[src/hdl/bqm_pkg.sv]
`default_nettype none
// ----------------------------------------------------------------------------
// bqm_pkg: shared types and constants for the biquad magnitude evaluator
// Widths of the fixed-point datapath, Taylor constants, register map and
// rounding helpers used by the top level and its cells.
// ----------------------------------------------------------------------------
package bqm_pkg;

    localparam int PHASE_BITS_DEF = 16;

    // cosine datapath (Q30)
    localparam int TAYLOR_TERMS = 7;
    localparam int X_W          = 31;   // quarter-wave angle, Q1.30
    localparam int X2_W         = 32;   // squared angle, Q30
    localparam int T_W          = 31;   // series value in [0, 1], Q30
    localparam int N2_W         = 31;   // scaled product ahead of the small divide
    localparam logic [T_W-1:0] ONE_Q30 = 31'h4000_0000;
    localparam logic [32:0]    TWO_PI_Q30 = 33'd6746518852;

    // Horner divisors 182, 132, 90, 56, 30, 12, 2, each halved
    localparam int TAYLOR_HALF [TAYLOR_TERMS] = '{91, 66, 45, 28, 15, 6, 1};

    // coefficient datapath (Q48)
    localparam int COEF_W = 32;
    localparam int PROD_W = 64;
    localparam int Q48_W  = 56;
    localparam int K_W    = 58;
    localparam int UA_W   = 57;
    localparam int HI_W   = 58;
    localparam int LO_W   = 61;
    localparam int M_W    = 58;
    localparam int SUM_W  = 60;

    // divider and square root
    localparam int DIV_W   = 59;
    localparam int DIV_LOW = 16;
    localparam int QUO_W   = 64;
    localparam int ROOT_W  = 32;
    localparam int REM_W   = 34;
    localparam int MAG_W   = 32;

    // configuration register map
    localparam int CFG_IDX_W = 3;
    typedef enum logic [CFG_IDX_W-1:0] {
        CFG_NUM_COEF_0 = 3'd0,
        CFG_NUM_COEF_1 = 3'd1,
        CFG_NUM_COEF_2 = 3'd2,
        CFG_DEN_COEF_1 = 3'd3,
        CFG_DEN_COEF_2 = 3'd4
    } t_cfg_idx;

    localparam logic signed [COEF_W-1:0] NUM_COEF_0_RST = 32'sh1000_0000;

    // result classification carried alongside the divider and root cells
    typedef struct packed {
        logic sat;
        logic pole;
        logic zero;
    } t_res_flags;

    // Q56 product rounded to Q48, half away from zero
    function automatic logic signed [Q48_W-1:0] q48_round(input logic signed [PROD_W-1:0] p);
        logic [PROD_W-1:0] mag;
        logic [Q48_W-1:0]  rnd;
        mag = p[PROD_W-1] ? PROD_W'(-p) : PROD_W'(p);
        rnd = Q48_W'((mag + 64'd128) >> 8);
        return p[PROD_W-1] ? $signed(Q48_W'(0) - rnd) : $signed(rnd);
    endfunction

    // magnitude of a Q48 term
    function automatic logic [UA_W-1:0] k_mag(input logic signed [K_W-1:0] v);
        return v[K_W-1] ? UA_W'(-v) : UA_W'(v);
    endfunction

endpackage
`default_nettype wire

[src/hdl/bqm_sqrt_cell.sv]
`default_nettype none
// ----------------------------------------------------------------------------
// bqm_sqrt_cell: one digit step of the integer square root
// Brings down two radicand bits, tries 4*root + 1 and shifts one root bit in.
// ----------------------------------------------------------------------------
module bqm_sqrt_cell (
    input  wire logic                        i_clk,
    input  wire logic                        i_rst_n,
    input  wire logic                        i_valid,
    input  wire logic [bqm_pkg::REM_W-1:0]   i_rem,
    input  wire logic [bqm_pkg::ROOT_W-1:0]  i_root,
    input  wire logic [bqm_pkg::QUO_W-1:0]   i_rad,
    input  wire bqm_pkg::t_res_flags         i_flags,
    output logic                             o_valid,
    output logic [bqm_pkg::REM_W-1:0]        o_rem,
    output logic [bqm_pkg::ROOT_W-1:0]       o_root,
    output logic [bqm_pkg::QUO_W-1:0]        o_rad,
    output bqm_pkg::t_res_flags              o_flags
);
    import bqm_pkg::*;

    logic                r_valid;
    logic [REM_W-1:0]    r_rem;
    logic [ROOT_W-1:0]   r_root;
    logic [QUO_W-1:0]    r_rad;
    t_res_flags          r_flags;

    logic [REM_W+1:0]    w_acc;
    logic [REM_W+1:0]    w_trial;
    logic                w_ge;

    assign w_acc   = {i_rem, i_rad[QUO_W-1 -: 2]};
    assign w_trial = (REM_W+2)'({i_root, 2'b01});
    assign w_ge    = (w_acc >= w_trial);

    always_ff @(posedge i_clk) begin
        if (!i_rst_n) begin
            r_valid <= 1'b0;
        end else begin
            r_valid <= i_valid;
        end
    end

    always_ff @(posedge i_clk) begin
        r_rem   <= w_ge ? REM_W'(w_acc - w_trial) : REM_W'(w_acc);
        r_root  <= {i_root[ROOT_W-2:0], w_ge};
        r_rad   <= i_rad << 2;
        r_flags <= i_flags;
    end

    assign o_valid = r_valid;
    assign o_rem   = r_rem;
    assign o_root  = r_root;
    assign o_rad   = r_rad;
    assign o_flags = r_flags;

endmodule
`default_nettype wire

[config.mk]
export PLATFORM = sky130hd
export DESIGN_NAME = bqm_sqrt_cell
export DESIGN_NICKNAME = d
export VERILOG_FILES = /design/src/hdl/bqm_pkg.sv /design/src/hdl/bqm_sqrt_cell.sv
export SDC_FILE = /design/constraint.sdc
export NUM_CORES = 1
export LEC_CHECK = 0
export BUFFER_PORTS_ARGS = -buffer_cell sky130_fd_sc_hd__buf_2
export CORE_MARGIN = 2
export CORE_UTILIZATION = 40
export DETAILED_ROUTE_END_ITERATION = 6
export PLACE_DENSITY = 0.79
export SYNTH_ARGS = -nofsm -noshare
export SYNTH_HDL_FRONTEND = slang
export SYNTH_SLANG_ARGS = --single-unit
export TNS_END_PERCENT = 20
[constraint.sdc]
create_clock -name i_clk -period 2.46 [get_ports i_clk]
set_input_delay 0.492 -clock i_clk [delete_from_list [all_inputs] [get_ports i_clk]]
set_output_delay 0.492 -clock i_clk [all_outputs]
set_load 0.005 [all_outputs]
Yosys cells after proc, flatten, opt, wreduce, memory -nomap -nowiden
Index checks and enable logic that the tools add are counted.
Cells by class
  add/subtract/negate cells: 1
  muxes and demuxes: 1
  $lt $le $gt $ge: 1
Operator list (count)
  36-bit by 34-bit greater-or-equal comparator with 1-bit output: 1
  34-bit 2-to-1 mux: 1
  34-bit subtractor: 1
Word-level totals
  input bits: 136
  register bits: 132
  output and inout port bits: 134

Longest topological paths before layout
  depth in word-level cells: 2
  gate-level depth with buffers: 13
  mapped depth without buffers: 10

Worst setup path before layout
No wires, ideal clock.
  kind: input to register
  from: in i_root[9] (netlist bit)
  to: reg r_rem[27], in the netlist o_rem[27]
  library setup time: 121 ps
  path slack: -136 ps
  arrival: 2474 ps
  stages: 10
  cell sequence: inv_1 -> ha_1 -> a21o_1 -> a31o_1 -> a211oi_4 -> o211ai_2 -> a21bo_2 -> mux2i_1 -> o221ai_1 -> mux2_4
On the way
  longest elaborated chain between the ends: 2
RTL lines
  start: declaration: RTL line bqm_sqrt_cell.sv:11  | input wire logic [bqm_pkg::ROOT_W-1:0] i_root,
  34-bit subtractor or 36-bit by 34-bit greater-or-equal comparator with 1-bit output (tied branches): RTL line bqm_sqrt_cell.sv:45, bqm_sqrt_cell.sv:34
  34-bit 2-to-1 mux *: RTL line bqm_sqrt_cell.sv:45  | r_rem <= w_ge ? REM_W'(w_acc - w_trial) : REM_W'(w_acc);
  end signal: assignment: RTL line bqm_sqrt_cell.sv:45
  end: declaration: RTL line bqm_sqrt_cell.sv:23  | logic [REM_W-1:0] r_rem;
Mark *: on every way between the ends. The rest lies on a longest branch, timed or not.
A chain may end at the register's enable or synchronous reset.

Worst setup path in the final report
  from: in i_rem[0] (netlist bit)
  to: reg r_rem[26], in the netlist o_rem[26]
On the way
  longest elaborated chain between the ends: 2
RTL lines
  start: declaration: RTL line bqm_sqrt_cell.sv:10  | input wire logic [bqm_pkg::REM_W-1:0] i_rem,
  34-bit subtractor or 36-bit by 34-bit greater-or-equal comparator with 1-bit output (tied branches): RTL line bqm_sqrt_cell.sv:45, bqm_sqrt_cell.sv:34
  34-bit 2-to-1 mux *: RTL line bqm_sqrt_cell.sv:45
Marked as above.

==> impl_metrics.toml <==
[clocking]
cts_tree = "yes"
cts_made_buffers = 17
root_buffer = "clkbuf_16"
cts_hold_buf = 0
clock_sinks = 132
cts-htree-levels = 4
path_clk_slew_ns = 0.06
cts_buffer_depth = 2

[drt]
antenna_left = 0
drc = 0
finalWirelength_um = 15480
first_iter_violations = 179
vias_per_cell = 4.694
dr.pass1.iters = 4
routedWlPerCell_um = 14.59
dr_total_vias = 4980

[die]
start_util_pct = 40.74
ios = 270
chipHeight_um = 117.1
rows = 41
die_area_mm2 = 0.01372
core_area_mm2 = 0.01257
chipWidth_um = 117.1

[power_and_ir_drop]
seq_power_share_pct = 38.7
finalPower_w = 0.006191
switching_share_pct = 26.69
pwr_density_cell_mw_per_mm2 = 767.7
power.internal_w = 0.004539
p_leak_nw = 4.108
power.switching_w = 0.001652
clkPwrFrac_pct = 41.0
peakVddDrop_mv = 0.4992
combPwrFrac_pct = 20.3

[finish]
nets = 1045
area_delta_synth_final_pct = 57.50
drive_above_1_share_pct = 48.76
seqCellArea_mm2 = 0.002643
num-fill-cells = 1019
fin_cells = 1061
final_common_cell = "buf_2"
multi_input_area_mm2 = 0.002409
mostFrequentLayoutCells = "267 x buf_2, 132 x dfxtp_1, 88 x buf_4"

[global_routing]
overflow = 0
grtUsageTotal_pct = 21.72
grt_pass1_wl_um = 22490
grt_pass1_vias = 4787
antenna_found_initial = 1
grt_max_degree = 21

[placed_design]
io_buffers = 267
place.gp.congestion = 0.9350
place_ws_ns = -0.4943
dp_cells = 1025
dpl.hpwl_um = 12200

[setup_path]
startpoint_type = "input pin"
endpoint = "o_rem[26]$_DFF_P_"
startpoint = "i_rem[0]"
cp_max_fo = 4
crit_arrival_ns = 2.73
crit_type = "input pin to flop"
required_ns = 2.82
end_kind = "flop"

[synth]
netlist_instances = 512
yosys_most_used_dff = "dfxtp_1"
yosysTopAreaCell = "dfxtp_1"
synth_area_mm2 = 0.005120
synth.ff_latch_count = 132
synth.distinct_cells = 62
synth_top_area_share_pct = 51.61
async_reset_ff_share_pct = 0
ys_top_cells_by_area = "dfxtp_1 52%, ha_1 8.3%, nand2_1 4.3%"
synth-edff-count = 0
syn_area_per_cell_um2 = 10.00
seq_area_frac_synth_pct = 51.61
yosysWarnings = 0

[sta]
finalWorstSetupSlack_ns = 0.09251
hold_violations = 0
finalCritPeriodShare_pct = 96.24
layout_min_cycle_time_ns = 2.367
finalMaxSlewViolations = 0
fmax_mhz = 422.4
setup_viol = 0
rsz0062_at_grt = "yes"

[run_status]
status = "complete, no violations"

[worst_hold_path]
min_from = "i_rad[53]"
hold_path_class = "input pin to flop"

[job]
drv_cap = 0
## power groups by stage
stage                     logic [W]  clock network (W)  registers (W)
after floorplan            0.000546                  0        0.00248
after global placement      0.00118                  0        0.00244
after detailed placement    0.00120                  0        0.00244
after CTS                   0.00123            0.00256        0.00240
after global routing        0.00138            0.00267        0.00242
final                       0.00126            0.00254        0.00240
## layer usage
metal	part of all wire, %	vias up	track usage [%]
met2	53	181	40.58
met3	7.0	32	7.003
met5	0	-	0
met4	2.6	0	10.12
li1	-	2492	-
met1	37	2275	21.82
## metrics by stage
stage               cell area (um2)  hold slack (ns)  util, %  TNS (ns)
finish                         8064           0.1656    64.16         0
global route                   8064           0.1510    64.16   -0.1330
CTS                            7941           0.1566    63.19         0
detailed placement             7311           0.5956    58.17    -15.11
global placement               7311           0.5942    58.17    -15.38
floorplan                      5181           0.5197        -  -0.01766
## what timing repair did
action                     CTS  global route
setup endpoints to repair   22            27
buffers inserted             0             2
cloned                       1             0
resized for setup            6            20
pin swaps                    1            14
## cells by family (layout without fill, tap and decap cells)
logic type,count (synthesis),in the layout,synth area share [%]
adders and majority gates,34,34,8.309
buffers and inverters,59,433,5.034
muxes,5,5,1.075
DFF,132,132,51.61
other,1,3,0.07324
AOI/OAI and AO/OA,133,134,18.21
and+or+nand+nor,121,121,11.07
xor gates and xnor gates,27,27,4.619
## area by class of cell
cell class | count | area share (%)
timing repair buffer | 358 | 25.29
inverter | 43 | 2.064
clock buffer | 20 | 5.539
multi-input combinational | 323 | 29.87
clock inverter | 12 | 1.769
tap | 172 | 2.669
sequential | 132 | 32.77
antenna | 1 | 0.03103
## worst max-delay path, stage by stage
cell      delay (ns)
buf_2           0.10
ha_1            0.35
nor2b_1         0.18
o31a_1          0.29
o21a_1          0.25
a311oi_2        0.30
o21ai_2         0.14
a31oi_4         0.19
mux2i_1         0.24
a31o_1          0.19
## sequential cells by signal (all words and copies together), names as in the netlist
name	flops
o_valid	1
o_rad	62
o_rem	34
o_flags	3
o_root	32
## worst min-delay path by stage
| stage | slack, ns | cells after the start | endpoint |
|---|---|---|---|
| global placement | 0.59 | 1 | o_rad[39]$_DFF_P_ |
| floorplan | 0.52 | 0 | o_flags[0]$_DFF_P_ |
| global route | 0.15 | 1 | o_rad[42]$_DFF_P_ |
| CTS | 0.16 | 1 | o_rad[26]$_DFF_P_ |
| detailed placement | 0.60 | 1 | o_rad[6]$_DFF_P_ |
| finish | 0.17 | 1 | o_rad[55]$_DFF_P_ |
## Yosys cell counts (all sizes together) (2+ instances only)
library cell and number:
dfxtp 132, xor2 13, a21oi 28, nand4 7, nor3 10, a31o 2, and2 6, o41ai 3
ha 34, a21boi 2, o221ai 2, nand2 58, inv 42, buf 9, o211ai 3, o21ai 46
a21o 20, mux2i 4, o31a 2, o31ai 5, nand2b 5, nor2 18, clkbuf 7, o21a 3
and3 5, nand3 6, a211oi 2, a31oi 5, xnor2 14
Power figures use the tool's default switching activity.
