## src/hdl/bqm_pkg.sv

```systemverilog
`default_nettype none
// ----------------------------------------------------------------------------
// bqm_pkg: shared types and constants for the biquad magnitude evaluator
// Widths of the fixed-point datapath, Taylor constants, register map and
// rounding helpers used by the top level and its cells.
// ----------------------------------------------------------------------------
package bqm_pkg;

    localparam int PHASE_BITS_DEF = 16;

    // cosine datapath (Q30)
    localparam int TAYLOR_TERMS = 7;
    localparam int X_W          = 31;   // quarter-wave angle, Q1.30
    localparam int X2_W         = 32;   // squared angle, Q30
    localparam int T_W          = 31;   // series value in [0, 1], Q30
    localparam int N2_W         = 31;   // scaled product ahead of the small divide
    localparam logic [T_W-1:0] ONE_Q30 = 31'h4000_0000;
    localparam logic [32:0]    TWO_PI_Q30 = 33'd6746518852;

    // Horner divisors 182, 132, 90, 56, 30, 12, 2, each halved
    localparam int TAYLOR_HALF [TAYLOR_TERMS] = '{91, 66, 45, 28, 15, 6, 1};

    // coefficient datapath (Q48)
    localparam int COEF_W = 32;
    localparam int PROD_W = 64;
    localparam int Q48_W  = 56;
    localparam int K_W    = 58;
    localparam int UA_W   = 57;
    localparam int HI_W   = 58;
    localparam int LO_W   = 61;
    localparam int M_W    = 58;
    localparam int SUM_W  = 60;

    // divider and square root
    localparam int DIV_W   = 59;
    localparam int DIV_LOW = 16;
    localparam int QUO_W   = 64;
    localparam int ROOT_W  = 32;
    localparam int REM_W   = 34;
    localparam int MAG_W   = 32;

    // configuration register map
    localparam int CFG_IDX_W = 3;
    typedef enum logic [CFG_IDX_W-1:0] {
        CFG_NUM_COEF_0 = 3'd0,
        CFG_NUM_COEF_1 = 3'd1,
        CFG_NUM_COEF_2 = 3'd2,
        CFG_DEN_COEF_1 = 3'd3,
        CFG_DEN_COEF_2 = 3'd4
    } t_cfg_idx;

    localparam logic signed [COEF_W-1:0] NUM_COEF_0_RST = 32'sh1000_0000;

    // result classification carried alongside the divider and root cells
    typedef struct packed {
        logic sat;
        logic pole;
        logic zero;
    } t_res_flags;

    // Q56 product rounded to Q48, half away from zero
    function automatic logic signed [Q48_W-1:0] q48_round(input logic signed [PROD_W-1:0] p);
        logic [PROD_W-1:0] mag;
        logic [Q48_W-1:0]  rnd;
        mag = p[PROD_W-1] ? PROD_W'(-p) : PROD_W'(p);
        rnd = Q48_W'((mag + 64'd128) >> 8);
        return p[PROD_W-1] ? $signed(Q48_W'(0) - rnd) : $signed(rnd);
    endfunction

    // magnitude of a Q48 term
    function automatic logic [UA_W-1:0] k_mag(input logic signed [K_W-1:0] v);
        return v[K_W-1] ? UA_W'(-v) : UA_W'(v);
    endfunction

endpackage
`default_nettype wire

```

## src/hdl/bqm_taylor_cell.sv

```systemverilog
`default_nettype none
// ----------------------------------------------------------------------------
// bqm_taylor_cell: one Horner step of the cosine series
// Computes t' = 1 - round(x2 * t / d) in Q30 over three stages and clamps
// the result to [0, 1]. d is even, so the divide is a shift and a small
// reciprocal multiply with a one-step correction.
// ----------------------------------------------------------------------------
module bqm_taylor_cell #(
    parameter int HALF_DIV = 1
) (
    input  wire logic                     i_clk,
    input  wire logic                     i_rst_n,
    input  wire logic                     i_valid,
    input  wire logic [bqm_pkg::X2_W-1:0] i_x2,
    input  wire logic [bqm_pkg::T_W-1:0]  i_t,
    input  wire logic                     i_neg,
    output logic                          o_valid,
    output logic [bqm_pkg::X2_W-1:0]      o_x2,
    output logic [bqm_pkg::T_W-1:0]       o_t,
    output logic                          o_neg
);
    import bqm_pkg::*;

    localparam logic [32:0] RECIP = 33'((64'd1 << 32) / HALF_DIV);
    localparam logic [63:0] RND   = 64'(HALF_DIV) << 30;

    logic [2:0]        r_valid;
    logic [N2_W-1:0]   r_a_n2;
    logic [N2_W-1:0]   r_b_n2;
    logic [N2_W-1:0]   r_b_q0;
    logic [X2_W-1:0]   r_a_x2;
    logic [X2_W-1:0]   r_b_x2;
    logic [X2_W-1:0]   r_c_x2;
    logic [2:0]        r_neg;
    logic [T_W-1:0]    r_t;

    logic [N2_W-1:0]   n_a_n2;
    logic [N2_W-1:0]   n_b_q0;
    logic [N2_W+7:0]   w_qd;
    logic [N2_W-1:0]   w_rem;
    logic [N2_W-1:0]   w_q;
    logic [T_W-1:0]    n_t;

    // scale the product down by 2^31 with the rounding offset folded in
    assign n_a_n2 = N2_W'((64'(i_x2) * 64'(i_t) + RND) >> 31);

    // estimate the quotient, low by at most one
    assign n_b_q0 = N2_W'((64'(r_a_n2) * 64'(RECIP)) >> 32);

    // correct the estimate, subtract from one and clamp
    always_comb begin
        w_qd  = (N2_W+8)'(r_b_q0) * (N2_W+8)'(HALF_DIV);
        w_rem = r_b_n2 - N2_W'(w_qd);
        w_q   = (w_rem >= N2_W'(HALF_DIV)) ? r_b_q0 + N2_W'(1) : r_b_q0;
        n_t   = (w_q > N2_W'(ONE_Q30)) ? '0 : T_W'(ONE_Q30 - T_W'(w_q));
    end

    // advance the valid marks
    always_ff @(posedge i_clk) begin
        if (!i_rst_n) begin
            r_valid <= '0;
        end else begin
            r_valid <= {r_valid[1:0], i_valid};
        end
    end

    // advance the payload
    always_ff @(posedge i_clk) begin
        r_a_n2 <= n_a_n2;
        r_a_x2 <= i_x2;
        r_b_n2 <= r_a_n2;
        r_b_q0 <= n_b_q0;
        r_b_x2 <= r_a_x2;
        r_c_x2 <= r_b_x2;
        r_t    <= n_t;
        r_neg  <= {r_neg[1:0], i_neg};
    end

    assign o_valid = r_valid[2];
    assign o_x2    = r_c_x2;
    assign o_t     = r_t;
    assign o_neg   = r_neg[2];

endmodule
`default_nettype wire

```

## config.mk

```make
export PLATFORM = sky130hd
export DESIGN_NAME = bqm_taylor_cell
export DESIGN_NICKNAME = d
export VERILOG_FILES = /design/src/hdl/bqm_pkg.sv /design/src/hdl/bqm_taylor_cell.sv
export SDC_FILE = /design/constraint.sdc
export NUM_CORES = 2
export LEC_CHECK = 0
export ABC_AREA = 0
export BUFFER_PORTS_ARGS = -buffer_cell sky130_fd_sc_hd__buf_2
export CORE_UTILIZATION = 60
export CTS_BUF_LIST = sky130_fd_sc_hd__clkbuf_2
export CTS_CLUSTER_DIAMETER = 30
export DETAILED_ROUTE_END_ITERATION = 16
export PLACE_DENSITY = 0.8
export SYNTH_ARGS = -nofsm -noshare
export SYNTH_HDL_FRONTEND = slang
export SYNTH_SLANG_ARGS = --single-unit
export TNS_END_PERCENT = 100
```

## constraint.sdc

```tcl
create_clock -name i_clk -period 9.1 [get_ports i_clk]
set_input_delay 0.455 -clock i_clk [delete_from_list [all_inputs] [get_ports i_clk]]
set_output_delay 0.455 -clock i_clk [all_outputs]
set_load 0.02 [all_outputs]
```

======== Word level (Yosys, flattened, before mapping) ========
Index checks and enable logic that the tools add are counted.
word-level totals
  register bits ........................... 195
  bits of input ports ..................... 67
  output and inout port bits .............. 65
cells by class
  add/subtract/negate cells ............... 4
  multipliers ............................. 1
  order comparisons ....................... 2
  multiplexer cells ....................... 1
operators with widths
  cell                                                                     count
  62-bit by 31-bit adder with 62-bit output (second input constant)        1
  32-bit by 31-bit multiplier with 62-bit output                           1
  31-bit by 1-bit adder with 31-bit output (second input constant)         1
  31-bit by 1-bit >= comparator with 1-bit output (second input constant)  1
  31-bit > comparator (second input constant)                              1
  31-bit 2-to-1 mux                                                        1
  31-bit subtractor                                                        1
  31-bit subtractor (first input constant)                                 1

======== Longest topological paths before layout ========
  word-level depth ........................ 4
  mapped depth ............................ 28
  depth with buffers taken out ............ 27

======== Worst setup path before layout ========
OpenSTA, ideal clock, no wires.
  kind .................................... in2reg
  start ................................... input port i_x2[31] (netlist bit)
  end ..................................... register r_a_n2[24]
  arrival time ............................ 6957 ps
  data required time ...................... 8981 ps
  setup slack ............................. 2024 ps
  stages .................................. 25
  buffers on the path ..................... 2
  cells stage by stage .................... clkbuf_1 -> nand2_1 -> fa_1 -> inv_1 -> fa_1 -> fa_1 -> inv_1 -> fa_1 -> inv_1 -> fa_1 -> fa_1 -> fa_1 -> inv_1 -> fa_1 -> inv_1 -> ha_1 -> buf_4 -> nand2_1 -> or4_4 -> or2_0 -> o221a_2 -> o211ai_2 -> a41o_1 -> a21oi_1 -> xnor2_1
between the ends
  cells in the longest elaborated chain, start to end .. 2
RTL lines
  what                                            line                   text
  from (decl)                                     bqm_taylor_cell.sv:14  input wire logic [bqm_pkg::X2_W-1:0] i_x2,
  32-bit by 31-bit multiplier with 62-bit output  bqm_taylor_cell.sv:45  assign n_a_n2 = N2_W'((64'(i_x2) * 64'(i_t) + RND) >> 31);
  62-bit by 31-bit adder with 62-bit output       bqm_taylor_cell.sv:45
  net n_a_n2[24]                                  bqm_taylor_cell.sv:37  logic [N2_W-1:0] n_a_n2;
  to (signal assigned)                            bqm_taylor_cell.sv:69  r_a_n2 <= n_a_n2;
  to (decl)                                       bqm_taylor_cell.sv:28  logic [N2_W-1:0] r_a_n2;
The timed path passes the listed nets, and every way through them passes these cells.
A chain may end at the register's enable or synchronous reset.

======== Final worst setup path ========
  start ................................... input port i_x2[9] (netlist bit)
  end ..................................... register r_a_n2[28]
The elaborated chain is that of the path after synthesis.

==> impl_metrics.py <==
metrics = {
    "outcome": {
        "outcome": "completed",
    },
    "worst_setup_path": {
        "start_kind": "input port",
        "arrival_ns": 8.71,
        "critical_path_class": "input port to register",
        "crit_path_max_fanout": 32,
        "end_kind": "register",
        "required_ns": 10.09,
    },
    "detailed_routing": {
        "vias": 26123,
        "vias_per_cell": 5.568,
        "final_antenna_net_count": 0,
        "routed_wl_mm": 94.46,
        "drtIter0Drc": 1843,
        "dr.pass1.iters": 5,
        "wl_per_cell_um": 20.13,
        "drc": 0,
    },
    "global_routing": {
        "grt_max_degree": 33,
        "antenna_found_initial": 4,
        "grt_overflow": 0,
        "grt_use_total": 0.3222,
        "first_global_vias": 28972,
        "grt_pass1_wl_mm": 153.3,
    },
    "die": {
        "core_area_mm2": 0.06047,
        "die_h_um": 249.6,
        "die_x_um": 249.6,
        "rows": 90,
        "die_area_mm2": 0.06229,
        "io_pins": 132,
        "initial_utilization": 0.6082,
    },
    "sta": {
        "fin_crit_sh": 0.8477,
        "fin_worst_skew_ns": 0.1141,
        "maxSlewHeadroom": 0.2609,
        "slew_viol_final": 0,
        "fin_crit_ns": 7.714,
        "worst_slack_ns": 1.386,
        "tns_ns": 0,
        "setup_viol": 0,
        "max_freq_mhz": 129.6,
        "finalHoldViolations": 0,
        "whs_ns": 0.1442,
        "tightest_slew_ns": 1.102,
        "grt_setup_unrepaired": "no",
    },
    "cells_and_area": {
        "final_util": 0.6351,
        "drive_gt1_frac": 0.05093,
        "area_growth_pct": 4.416,
        "layout.nets": 5103,
    },
    "logic_synthesis": {
        "async_flop_share": 0,
        "synth.avg_cell_area_um2": 9.455,
        "synth_top_area_frac": 0.4708,
        "synth_edf_count": 0,
        "ys.flop_type": "dfxtp_1",
        "yosysSeqAreaShare": 0.1061,
        "postSynthCellCount": 3890,
        "yosysTopAreaCell": "fa_1",
        "netlist_top_cells_area": "fa_1 47%, dfxtp_1 11%, and2_1 9.8%",
        "syn_nets": 5099,
        "synth_seq_cells": 195,
        "syn_area_mm2": 0.03678,
        "synth.distinct_cells": 63,
        "ys_warn_count": 0,
    },
    "clock_network": {
        "cts.sink_count": 195,
        "cts_htree_levels": 4,
        "insertion_delay_ns": 1.12,
        "cts_tree": "built",
        "cts-root-buf": "clkbuf_2",
        "holdBufCountCts": 37,
        "cts_buffer_depth": 2,
        "cts-buffers-inserted": 17,
        "path_clk_slew_ns": 0.33,
        "cts_resized": 0,
        "cts_setup_buffers": 0,
    },
    "placed_design": {
        "hpwl_mm": 70.39,
        "port_buffers": 131,
        "dp_slack_ns": 0.8651,
        "place.gp.congestion": 0.9303,
    },
    "min_path": {
        "hold_class": "input port to register",
    },
    "job": {
        "cap_violations": 0,
    },
}
==> synth_stat cells (2+ instances only) <==
| cell | instances |
|---|---|
| inv_1 | 950 |
| fa_1 | 865 |
| and2_1 | 576 |
| nand2_1 | 459 |
| ha_1 | 277 |
| dfxtp_1 | 195 |
| clkbuf_1 | 190 |
| nor2_1 | 56 |
| a21oi_1 | 53 |
| xnor2_1 | 34 |
| xor2_1 | 31 |
| o21ai_0 | 25 |
| a21o_1 | 24 |
| nand4_1 | 14 |
| nand3_1 | 13 |
| o21bai_1 | 10 |
| a31oi_1 | 8 |
| a211oi_1 | 7 |
| and3_1 | 7 |
| o211ai_1 | 7 |
| nor2b_1 | 6 |
| nor3_1 | 6 |
| buf_4 | 5 |
| nand2b_1 | 5 |
| nor4_1 | 5 |
| buf_6 | 4 |
| or3_1 | 4 |
| a21boi_0 | 3 |
| a221o_1 | 3 |
| o21a_1 | 3 |
| o31ai_1 | 3 |
| a21o_2 | 2 |
| a22oi_1 | 2 |
| a32oi_1 | 2 |
| and3_2 | 2 |
| and4_1 | 2 |
| nor3_2 | 2 |
| nor3b_1 | 2 |
| or2_2 | 2 |
| or3b_2 | 2 |
| or4_1 | 2 |
==> critical path, cell delays in order <==
cell	delay (ns)
dlygate4sd3_1	0.52
buf_2	0.67
and2_1	0.27
fa_1	0.45
fa_1	0.52
inv_1	0.05
fa_1	0.45
fa_1	0.51
fa_1	0.54
inv_1	0.05
fa_1	0.45
fa_1	0.49
inv_1	0.05
fa_1	0.54
inv_1	0.06
ha_1	0.32
a21oi_1	0.26
o21ai_0	0.17
a211oi_1	0.22
a31oi_1	0.14
o21ai_1	0.66
o31a_1	0.28
nand2_1	0.13
a41oi_1	0.27
xnor2_1	0.15
==> worst paths after layout <==
kind	cells after the start	slack, ns	startpoint	end
worst min-delay path	3	0.14	i_rst_n	r_valid[2]
worst max-delay path	25	1.39	i_x2[9]	r_a_n2[28]
worst min register to register	0	0.25	r_a_n2[13]	r_b_q0[13]
worst max register to register	11	6.29	r_b_q0[0]	o_t[28]
==> stage by stage <==
stage | cells | area [um2]
3_3_place_gp | 4620 | 37740
2_1_floorplan | 3890 | 36780
6_report | 4692 | 38400
4_1_cts | 4689 | 38400
5_1_grt | 4691 | 38400
3_5_place_dp | 4620 | 37740
==> cell families after synthesis <==
kind of cell	after synthesis	synth area share
xor gates and xnor gates	65	0.01548
adders and majority gates	1142	0.5651
DFF	195	0.1061
and+or+nand+nor	1174	0.1658
AOI/OAI and AO/OA	164	0.02881
buffers and inverters	1150	0.1187
==> cell type report <==
| class | instances | area (um2) |
|---|---|---|
| fillers | 4847 | 22070 |
| multi-input cells | 2545 | 28510 |
| clock inverters | 15 | 200.2 |
| diodes | 3 | 7.507 |
| well taps | 782 | 978.4 |
| repair buffers | 185 | 1154 |
| clock buffers | 17 | 85.08 |
| flip-flops and latches | 195 | 3904 |
| inverters | 950 | 3566 |
==> sequential cells by signal, summed over array words and instances (netlist names) <==
| signal | flops |
|---|---|
| o_t | 31 |
| r_a_x2 | 32 |
| r_b_x2 | 32 |
| r_a_n2 | 31 |
| r_neg | 3 |
| r_b_q0 | 31 |
| o_x2 | 32 |
| r_valid | 3 |
==> layout by cell type, fill, tap and decap left out, types with 4 or more instances in the layout <==
master / Yosys / final
nand4_1: 14 / 14
nand3_1: 13 / 13
o211ai_1: 7 / 7
buf_2: 0 / 131
nor2b_1: 6 / 6
a21oi_1: 53 / 53
o21bai_1: 10 / 10
buf_4: 5 / 17
dfxtp_1: 195 / 195
and2_1: 576 / 576
nor4_1: 5 / 5
nand2b_1: 5 / 5
nor2_1: 56 / 56
ha_1: 277 / 277
clkbuf_2: 1 / 17
a211oi_1: 7 / 7
a31oi_1: 8 / 8
nor3_1: 6 / 6
o21ai_0: 25 / 25
and3_1: 7 / 7
fa_1: 865 / 865
a21o_1: 24 / 24
dlygate4sd3_1: 0 / 37
xor2_1: 31 / 31
nand2_1: 459 / 459
inv_1: 950 / 950
xnor2_1: 34 / 34
or3_1: 4 / 4
==> metal layers <==
metal,part of all wire,up-vias,global-route usage
met5,0.00014,-,0
li1,-,11167,-
met2,0.49,1220,0.5481
met4,0.063,2,0.1852
met3,0.079,365,0.04714
met1,0.36,13369,0.3931
Power is left out: the tool's default activity adds up to more than one toggle a clock period on the data nets, which glitch-free logic cannot reach.
