`src/hdl/bqm_pkg.sv`:
```
`default_nettype none
// ----------------------------------------------------------------------------
// bqm_pkg: shared types and constants for the biquad magnitude evaluator
// Widths of the fixed-point datapath, Taylor constants, register map and
// rounding helpers used by the top level and its cells.
// ----------------------------------------------------------------------------
package bqm_pkg;

    localparam int PHASE_BITS_DEF = 16;

    // cosine datapath (Q30)
    localparam int TAYLOR_TERMS = 7;
    localparam int X_W          = 31;   // quarter-wave angle, Q1.30
    localparam int X2_W         = 32;   // squared angle, Q30
    localparam int T_W          = 31;   // series value in [0, 1], Q30
    localparam int N2_W         = 31;   // scaled product ahead of the small divide
    localparam logic [T_W-1:0] ONE_Q30 = 31'h4000_0000;
    localparam logic [32:0]    TWO_PI_Q30 = 33'd6746518852;

    // Horner divisors 182, 132, 90, 56, 30, 12, 2, each halved
    localparam int TAYLOR_HALF [TAYLOR_TERMS] = '{91, 66, 45, 28, 15, 6, 1};

    // coefficient datapath (Q48)
    localparam int COEF_W = 32;
    localparam int PROD_W = 64;
    localparam int Q48_W  = 56;
    localparam int K_W    = 58;
    localparam int UA_W   = 57;
    localparam int HI_W   = 58;
    localparam int LO_W   = 61;
    localparam int M_W    = 58;
    localparam int SUM_W  = 60;

    // divider and square root
    localparam int DIV_W   = 59;
    localparam int DIV_LOW = 16;
    localparam int QUO_W   = 64;
    localparam int ROOT_W  = 32;
    localparam int REM_W   = 34;
    localparam int MAG_W   = 32;

    // configuration register map
    localparam int CFG_IDX_W = 3;
    typedef enum logic [CFG_IDX_W-1:0] {
        CFG_NUM_COEF_0 = 3'd0,
        CFG_NUM_COEF_1 = 3'd1,
        CFG_NUM_COEF_2 = 3'd2,
        CFG_DEN_COEF_1 = 3'd3,
        CFG_DEN_COEF_2 = 3'd4
    } t_cfg_idx;

    localparam logic signed [COEF_W-1:0] NUM_COEF_0_RST = 32'sh1000_0000;

    // result classification carried alongside the divider and root cells
    typedef struct packed {
        logic sat;
        logic pole;
        logic zero;
    } t_res_flags;

    // Q56 product rounded to Q48, half away from zero
    function automatic logic signed [Q48_W-1:0] q48_round(input logic signed [PROD_W-1:0] p);
        logic [PROD_W-1:0] mag;
        logic [Q48_W-1:0]  rnd;
        mag = p[PROD_W-1] ? PROD_W'(-p) : PROD_W'(p);
        rnd = Q48_W'((mag + 64'd128) >> 8);
        return p[PROD_W-1] ? $signed(Q48_W'(0) - rnd) : $signed(rnd);
    endfunction

    // magnitude of a Q48 term
    function automatic logic [UA_W-1:0] k_mag(input logic signed [K_W-1:0] v);
        return v[K_W-1] ? UA_W'(-v) : UA_W'(v);
    endfunction

endpackage
`default_nettype wire

```
`src/hdl/bqm_div_cell.sv`:
```
`default_nettype none
// ----------------------------------------------------------------------------
// bqm_div_cell: one restoring division step
// Brings down the next dividend bit, trial-subtracts the divisor and shifts
// one quotient bit into the partial quotient.
// ----------------------------------------------------------------------------
module bqm_div_cell (
    input  wire logic                         i_clk,
    input  wire logic                         i_rst_n,
    input  wire logic                         i_valid,
    input  wire logic [bqm_pkg::DIV_W-1:0]    i_rem,
    input  wire logic [bqm_pkg::DIV_W-1:0]    i_den,
    input  wire logic [bqm_pkg::DIV_LOW-1:0]  i_bits,
    input  wire logic [bqm_pkg::QUO_W-1:0]    i_quo,
    input  wire bqm_pkg::t_res_flags          i_flags,
    output logic                              o_valid,
    output logic [bqm_pkg::DIV_W-1:0]         o_rem,
    output logic [bqm_pkg::DIV_W-1:0]         o_den,
    output logic [bqm_pkg::DIV_LOW-1:0]       o_bits,
    output logic [bqm_pkg::QUO_W-1:0]         o_quo,
    output bqm_pkg::t_res_flags               o_flags
);
    import bqm_pkg::*;

    logic               r_valid;
    logic [DIV_W-1:0]   r_rem;
    logic [DIV_W-1:0]   r_den;
    logic [DIV_LOW-1:0] r_bits;
    logic [QUO_W-1:0]   r_quo;
    t_res_flags         r_flags;

    logic [DIV_W:0]     w_acc;
    logic               w_ge;

    // trial subtract against the shifted remainder
    assign w_acc = {i_rem, i_bits[DIV_LOW-1]};
    assign w_ge  = (w_acc >= {1'b0, i_den});

    always_ff @(posedge i_clk) begin
        if (!i_rst_n) begin
            r_valid <= 1'b0;
        end else begin
            r_valid <= i_valid;
        end
    end

    always_ff @(posedge i_clk) begin
        r_rem   <= w_ge ? DIV_W'(w_acc - {1'b0, i_den}) : DIV_W'(w_acc);
        r_den   <= i_den;
        r_bits  <= i_bits << 1;
        r_quo   <= {i_quo[QUO_W-2:0], w_ge};
        r_flags <= i_flags;
    end

    assign o_valid = r_valid;
    assign o_rem   = r_rem;
    assign o_den   = r_den;
    assign o_bits  = r_bits;
    assign o_quo   = r_quo;
    assign o_flags = r_flags;

endmodule
`default_nettype wire

```
`config.mk`:
```
export PLATFORM = sky130hd
export DESIGN_NAME = bqm_div_cell
export DESIGN_NICKNAME = d
export VERILOG_FILES = /design/src/hdl/bqm_pkg.sv /design/src/hdl/bqm_div_cell.sv
export SDC_FILE = /design/constraint.sdc
export NUM_CORES = 1
export LEC_CHECK = 0
export ABC_CLOCK_PERIOD_IN_PS = 3400
export BUFFER_PORTS_ARGS = -buffer_cell sky130_fd_sc_hd__buf_2
export CORE_AREA = 2 2 156 158
export DETAILED_ROUTE_END_ITERATION = 10
export DIE_AREA = 0 0 158 160
export PLACE_DENSITY = 0.69
export SETUP_SLACK_MARGIN = 0.02
export SYNTH_ARGS = -nofsm -noshare
export SYNTH_HDL_FRONTEND = slang
export SYNTH_SLANG_ARGS = --single-unit
```
`constraint.sdc`:
```
create_clock -name i_clk -period 3.4 [get_ports i_clk]
set_input_delay 0.68 -clock i_clk [delete_from_list [all_inputs] [get_ports i_clk]]
set_output_delay 0.68 -clock i_clk [all_outputs]
set_load 0.005 [all_outputs]
```
Yosys cells after proc, flatten, opt, wreduce, memory -nomap -nowiden

Index checks and enable logic that the tools add are counted.

Input bits: 204
Register bits: 201
Logic and storage cells: 11

$lt $le $gt $ge: 1
Muxes and demuxes: 1
Add/sub/neg operators: 1

Operators by type and width:

| operator       | count |
|---|---|
| $ge 60x59->1   | 1 |
| $mux 59        | 1 |
| $sub 59x59->59 | 1 |

Longest topological paths before layout

Gate-level depths: netlist (run 1).

Depth in word-level cells: 2
Gate-level depth with buffers: 15
Mapped depth without buffers: 13

Least setup slack after synthesis (run 1)

No wires, ideal clock.

Kind: input to register
From: input port i_bits[15] (netlist bit)
To: register r_rem[54], in the netlist o_rem[54]
Stages: 13
Setup slack: -0.109 ns
Arrival: 3.388 ns
Library setup time: 0.121 ns
Cells stage by stage: inv_1 -> ha_1 -> fa_1 -> nor2b_1 -> o21bai_1 -> a21oi_2 -> o211ai_1 -> a2111oi_2 -> a21oi_1 -> o41ai_2 -> a31oi_1 -> xnor2_1 -> mux2_4

Word-level cells in the longest chain between the ends: 2
Elaborated cells on any way between the ends: 3
Classes of those cells: 1 x add/sub; 1 x order compare; 1 x mux

RTL lines:

| what                                                  | line                                   | RTL |
|---|---|---|
| start: declaration                                    | bqm_div_cell.sv:13                     | `input wire logic [bqm_pkg::DIV_LOW-1:0] i_bits,` |
| $sub 59x59->59 / $ge 60x59->1 (equally long branches) | bqm_div_cell.sv:48, bqm_div_cell.sv:37 |  |
| $mux 59 *                                             | bqm_div_cell.sv:48                     | `r_rem <= w_ge ? DIV_W'(w_acc - {1'b0, i_den}) : DIV_W'(w_acc);` |
| end signal: assignment                                | bqm_div_cell.sv:48                     |  |
| end: declaration                                      | bqm_div_cell.sv:26                     | `logic [DIV_W-1:0] r_rem;` |

Every way passes the cells marked *; elsewhere a longest branch is shown, timed or not.
A chain may end at the register's enable or synchronous reset.

Worst setup path after layout (run 1)

From: input port i_bits[15] (netlist bit)
To: register r_rem[32], in the netlist o_rem[32]

Same word-level chain as after synthesis.

==> flow_summary.yaml, run 1 <==
status:
  status: "completed"
critical_path:
  max_stage_delay_ps: 380
  slowest_stage: "fa_2"
  startpoint_type: "input port"
  crit_arrival_ps: 3630
  worstPathRequired_ps: 3800
  worstPathCellList: "buf_2 > inv_12 > ha_4 > fa_2 > nor2b_4 > o21bai_2 > a21oi_2 > buf_4 > nor2_2 > o311ai_4 > a21oi_2 > o311ai_4 > a21oi_2 > o21a_4 > buf_12 > mux2_4"
  cp_max_fo: 23
  worstSetupEndpointType: "register"
  criticalPathCategory: "input port to register"
  crit_top_cell: "a21oi_2"
routing:
  wl_per_cell_um: 17.4
  drt_wl_total_mm: 30.3
  final_antenna_net_count: 0
  first_iter_violations: 491
  route.detailed.drc: 0
  vias: 8272
  drtPass1Iterations: 5
  viasPerCell: 4.76
placement:
  hpwl_mm: 25.3
  gp_congestion: 0.909
  place_ws_ps: -489
  dpl_cell_area_um2: 12200
  port-buffer-count: 403
sta:
  hold_viol: 0
  period_share: 0.950
  rsz0062_at_grt: "true"
  fmax_mhz: 310
  min_period_ps: 3230
  maxSlewViolCount: 0
  holdWs_ps: 269
  worst_slack_ps: 170
  finalSetupViolations: 0
yosys:
  ys_ff_latch: 201
  synthCells: 868
  ys_top_cells_by_area: "dfxtp_1 (45%), mux2_4 (9.1%), ha_1 (8.3%)"
  netlist-cell-type-count: 58
  synth_top_area_cell: "dfxtp_1"
  ys_seq_area_frac: 0.452
  yosys_warnings: 0
  ys.flop_type: "dfxtp_1"
  synth_edf_count: 0
  syn-num-nets: 1132
  synth_area_um2: 8910
  async_flop_share: 0
  syn_avg_cell_area_um2: 10.3
  synth_top_area_frac: 0.452
min_path:
  hold_path_end: "o_quo[20]$_DFF_P_"
  hold_depth: 1
  hold_path_class: "input port to register"
  min_from: "i_quo[19]"
global_routing:
  grt_max_degree: 24
  grt_pass1_vias: 8145
  grtUsageTotal: 0.225
  overflow: 0
  grt_pass1_wl_mm: 44.0
  antenna_found_initial: 9
cells_and_area:
  nNetsFinal: 1657
  area_delta_synth_final_pct: 44.8
  drive_gt1_frac: 0.456
  fin_area_um2: 12900
  multi_input_area_um2: 4410
  fillCellCount: 2225
  final-seq-area_um2: 4020
power:
  leakage_uw: 0.00665
  power_density_nw_per_um2: 526
  vdd_drop_max_mv: 0.334
floorplanning:
  dieArea_um2: 25300
  ios: 406
  core_area_um2: 23800
  die_h_um: 160
  rows: 57
  die_x_um: 158
  start_util: 0.374
cts:
  clockBufferDepth: 3
  cts_inserted_buffers: 23
  clk_pin_slew_worst_paths_ps: 60
  root_buffer: "clkbuf_16"
  postCtsSetupRepairBufs: 0
  cts_max_level: 1
  cts_resized: 0
  postCtsHoldBufs: 0
  clock-sinks: 201
  cts_tree: "yes"
run:
  cap_violations: 0
[layer usage]
| metal | global-route usage | up-vias | part of all wire |
|---|---|---|---|
| met5 | 0 | - | 0.0023 |
| met4 | 0.0766 | 10 | 0.034 |
| met3 | 0.0589 | 70 | 0.080 |
| met2 | 0.422 | 285 | 0.51 |
| met1 | 0.240 | 3820 | 0.37 |
| li1 | - | 4087 | - |
[critical path: cells and delay by family]
kind / cells / cell delay [ps]
AO/OA/AOI/OAI: 7 / 1390
buffers and inverters: 4 / 520
adder cells (fa/ha/maj): 2 / 530
multiplexers: 1 / 310
AND/OR/NAND/NOR: 2 / 180
[layout by cell type, fill, tap and decap left out, types with 6 or more instances in the layout]
cell type and instances:
nand2_1 49, nor3_1 8, buf_2 403, o211ai_1 9
clkbuf_1 6, nand2b_1 6, a21o_1 36, nor2_1 35
o21a_1 9, o21bai_1 14, dfxtp_1 201, nand4_1 25
a21oi_1 70, o21ai_0 34, diode_2 6, xnor2_1 35
nand3_1 12, mux2_4 54, buf_4 126, o31ai_1 6
inv_1 78, ha_1 58, a21boi_0 6, clkbuf_16 23
xor2_1 20
[how the worst max path moves through the flow]
stage,startpoint,endpoint,slack (ps),cells past startpoint
2_1_floorplan,i_bits[15],o_rem[10]$_DFF_P_,-5,15
3_3_place_gp,i_bits[15],o_rem[54]$_DFF_P_,-430,16
3_5_place_dp,i_bits[15],o_rem[58]$_DFF_P_,-490,16
4_1_cts,i_bits[15],o_rem[58]$_DFF_P_,40,16
5_1_grt,i_bits[15],o_rem[50]$_DFF_P_,1,17
6_report,i_bits[15],o_rem[32]$_DFF_P_,170,16
[layout make-up]
class | count | share of cell area
Tap cell | 324 | 0.0314
Sequential cell | 201 | 0.312
Multi-Input combinational cell | 556 | 0.342
Clock inverter | 8 | 0.00601
Antenna cell | 6 | 0.00116
Clock buffer | 32 | 0.0496
Inverter | 79 | 0.0240
Timing Repair Buffer | 532 | 0.234
[cells in the mapped netlist, types with 4 or more instances]
cell type and n:
dfxtp_1 201, a21o_1 36, a21boi_0 7, nor2b_1 6
nor2_1 35, inv_1 79, o211ai_1 9, a21oi_1 70
clkbuf_1 24, and2_1 5, nand4_1 25, nor3_1 8
o21bai_1 15, o31ai_1 6, mux2i_1 4, buf_12 5
xor2_1 20, and4_1 4, nand3_1 12, ha_1 59
xnor2_1 35, nand2_1 49, mux2_4 54, o21a_1 10
nand2b_1 6, o21ai_0 34
[flip-flops by register name, summed over array words and instances, names as in the netlist]
register	cells
o_rem	59
o_bits	15
o_den	59
o_valid	1
o_quo	64
o_flags	3
[stage by stage]
step	total power (uW)	util	setup TNS (ps)	instances
5_1_grt	7110	0.541	0	1735
3_5_place_dp	4450	0.510	-22710	1692
3_3_place_gp	4430	0.510	-20350	1692
4_1_cts	6860	0.540	0	1732
6_report	6780	0.542	0	1738
2_1_floorplan	3650	-	-243	868
[report_power, final]
part	leakage (uW)	internal, uW	total (uW)	switching [uW]
logic	0.00460	924	1740	813
clock network	0.000347	1390	2380	992
registers	0.00170	2610	2660	58.0
[kinds of logic after synthesis]
group / Yosys count / share of synthesized area
simple gates: 162 / 0.0886
xor+xnor: 55 / 0.0541
fa+ha+maj: 60 / 0.0851
buf+inv: 111 / 0.0580
flops: 201 / 0.452
other cells: 1 / 0.000421
compound gates: 219 / 0.165
mux: 59 / 0.0968
No activity file was read; power rests on OpenSTA's default activity.
==> run 2, diff against run 1 <==
--- a/config.mk
+++ b/config.mk
@@ -7,10 +7,10 @@
 export LEC_CHECK = 0
 export ABC_CLOCK_PERIOD_IN_PS = 3400
 export BUFFER_PORTS_ARGS = -buffer_cell sky130_fd_sc_hd__buf_2
-export CORE_AREA = 2 2 156 158
+export CORE_MARGIN = 2
+export CORE_UTILIZATION = 28
+export CTS_BUF_LIST = sky130_fd_sc_hd__clkbuf_4
 export DETAILED_ROUTE_END_ITERATION = 10
-export DIE_AREA = 0 0 158 160
-export PLACE_DENSITY = 0.69
 export SETUP_SLACK_MARGIN = 0.02
 export SYNTH_ARGS = -nofsm -noshare
 export SYNTH_HDL_FRONTEND = slang
==> run 2 against run 1 <==
  * Cell count increased by 16%
  * Via count increased by 8.5%
  * Design area increased by 13%
  * First-iteration DRC count decreased by 31%
  * Setup slack got worse by 140 ps
  * Critical path depth decreased by 1
  * Critical endpoint is now o_rem[27]$_DFF_P_
  * Largest power group unchanged
  * Highest routed layer unchanged
==> flow_summary.yaml, run 2 (synthesized netlist as in run 1, its figures left out) <==
status:
  status: "completed"
cells_and_area:
  largest_reg_flops: 64
  mostFrequentLayoutCells: "buf_2 (400), dfxtp_1 (201), buf_4 (137), dlygate4sd3_1 (125), inv_1 (76)"
  final_common_cell: "buf_2"
  nNetsFinal: 1830
  fin_area_um2: 14500
  area_delta_synth_final_pct: 63.0
  fillCellCount: 3070
  drive_gt1_frac: 0.451
global_routing:
  overflow: 0
  grt_pass1_vias: 9245
  antenna_found_initial: 5
  grt_max_degree: 28
  grtUsageTotal: 0.191
  grt_pass1_wl_mm: 48.9
routing:
  drtPass1Iterations: 5
  viasPerCell: 4.47
  drt_wl_total_mm: 33.3
  route.detailed.drc: 0
  first_iter_violations: 340
  wl_per_cell_um: 16.6
  final_antenna_net_count: 0
  vias: 8971
critical_path:
  cp_max_fo: 7
  startpoint_type: "input port"
  criticalPathCategory: "input port to register"
  worstSetupEndpointType: "register"
  worstPathRequired_ps: 4000
  crit_arrival_ps: 3970
min_path:
  hold_path_class: "input port to register"
  min_from: "i_den[43]"
  hold_depth: 1
  hold_path_end: "o_den[43]$_DFF_P_"
cts:
  clk_pin_slew_worst_paths_ps: 60
  root_buffer: "clkbuf_4"
  cts_max_level: 2
  clockBufferDepth: 3
  cts_tree: "yes"
  clock-sinks: 201
  cts_inserted_buffers: 55
sta:
  min_period_ps: 3370
  period_share: 0.991
  rsz0062_at_grt: "true"
  maxSlewViolCount: 0
  holdWs_ps: 98.5
  fmax_mhz: 297
  finalSetupViolations: 0
  hold_viol: 0
placement:
  dpl_cell_area_um2: 12300
  port-buffer-count: 403
  gp_congestion: 0.850
  hpwl_mm: 25.6
floorplanning:
  ios: 406
  dieArea_um2: 33300
  rows: 65
  die_h_um: 182
  core_area_um2: 31500
  start_util: 0.283
  die_x_um: 182
power:
  vdd_drop_max_mv: 0.245
  power_density_nw_per_um2: 458
  leakage_uw: 0.00732
run:
  cap_violations: 0
run 2: changes by cell type in the layout (fill, tap and decap cells not counted), moves of 4 or more:
cell / delta
ha_1: -5
clkbuf_16: -19
diode_2: -4
dlygate4sd3_1: +125
ha_4: +5
clkinv_1: +18
buf_4: +11
clkbuf_4: +72
clkbuf_1: -6
run 2: what timing repair did:
action	in CTS	in global routing
endpoints found under the setup margin	0	59
setup buffers	0	3
endpoints found under the hold margin	126	0
resized for setup	0	36
hold buffers	126	0
run 2: layout make-up:
class	count	area (um2)	share of cell area
multi-input cells	557	4560	0.314
repair buffers	672	4480	0.308
flip-flops and latches	201	4020	0.277
clock buffers	72	541	0.0372
well taps	402	503	0.0346
inverters	79	309	0.0213
clock inverters	24	104	0.00715
diodes	2	5.00	0.000345
run 2: worst max-delay path by stage:
stage,end,cells past startpoint,start
after floorplan,o_rem[10]$_DFF_P_,15,i_bits[15]
after global placement,o_rem[54]$_DFF_P_,16,i_bits[15]
after detailed placement,o_rem[58]$_DFF_P_,16,i_bits[15]
after CTS,o_rem[58]$_DFF_P_,16,i_den[7]
after global routing,o_rem[57]$_DFF_P_,17,i_den[16]
final,o_rem[27]$_DFF_P_,15,i_den[8]
run 2: worst max-delay path: stages:
cell           delay, ps
dlygate4sd3_1        560
inv_2                 60
ha_4                 260
and4_4               220
nand4_1              130
a21oi_2              200
buf_4                150
nor2_4                40
o311ai_4             270
a21oi_2              130
o311ai_4             340
a21oi_2              120
o21a_4               300
clkbuf_16            210
mux2_4               290
run 2: stage by stage:
step,total power (uW),util,setup TNS (ps),worst slack (ps),instances
after floorplan,3650,-,-243,-4.61,868
after global placement,4470,0.391,-23450,-461,1779
after detailed placement,4480,0.391,-25080,-495,1779
after CTS,6700,0.452,0,33.0,2001
after global routing,7070,0.461,0,1.82,2008
final,6660,0.461,0,29.5,2009
run 2: power breakdown:
part | internal, uW | switching (uW)
combinational | 1070 | 874
sequential | 2600 | 60.4
clock | 989 | 1060
run 2: layer usage:
metal	up-vias	global-route usage	share of wire
met2	338	0.339	0.50
met3	56	0.0511	0.068
met4	6	0.0858	0.026
met5	-	0	0.0015
li1	4458	-	-
met1	4113	0.213	0.41
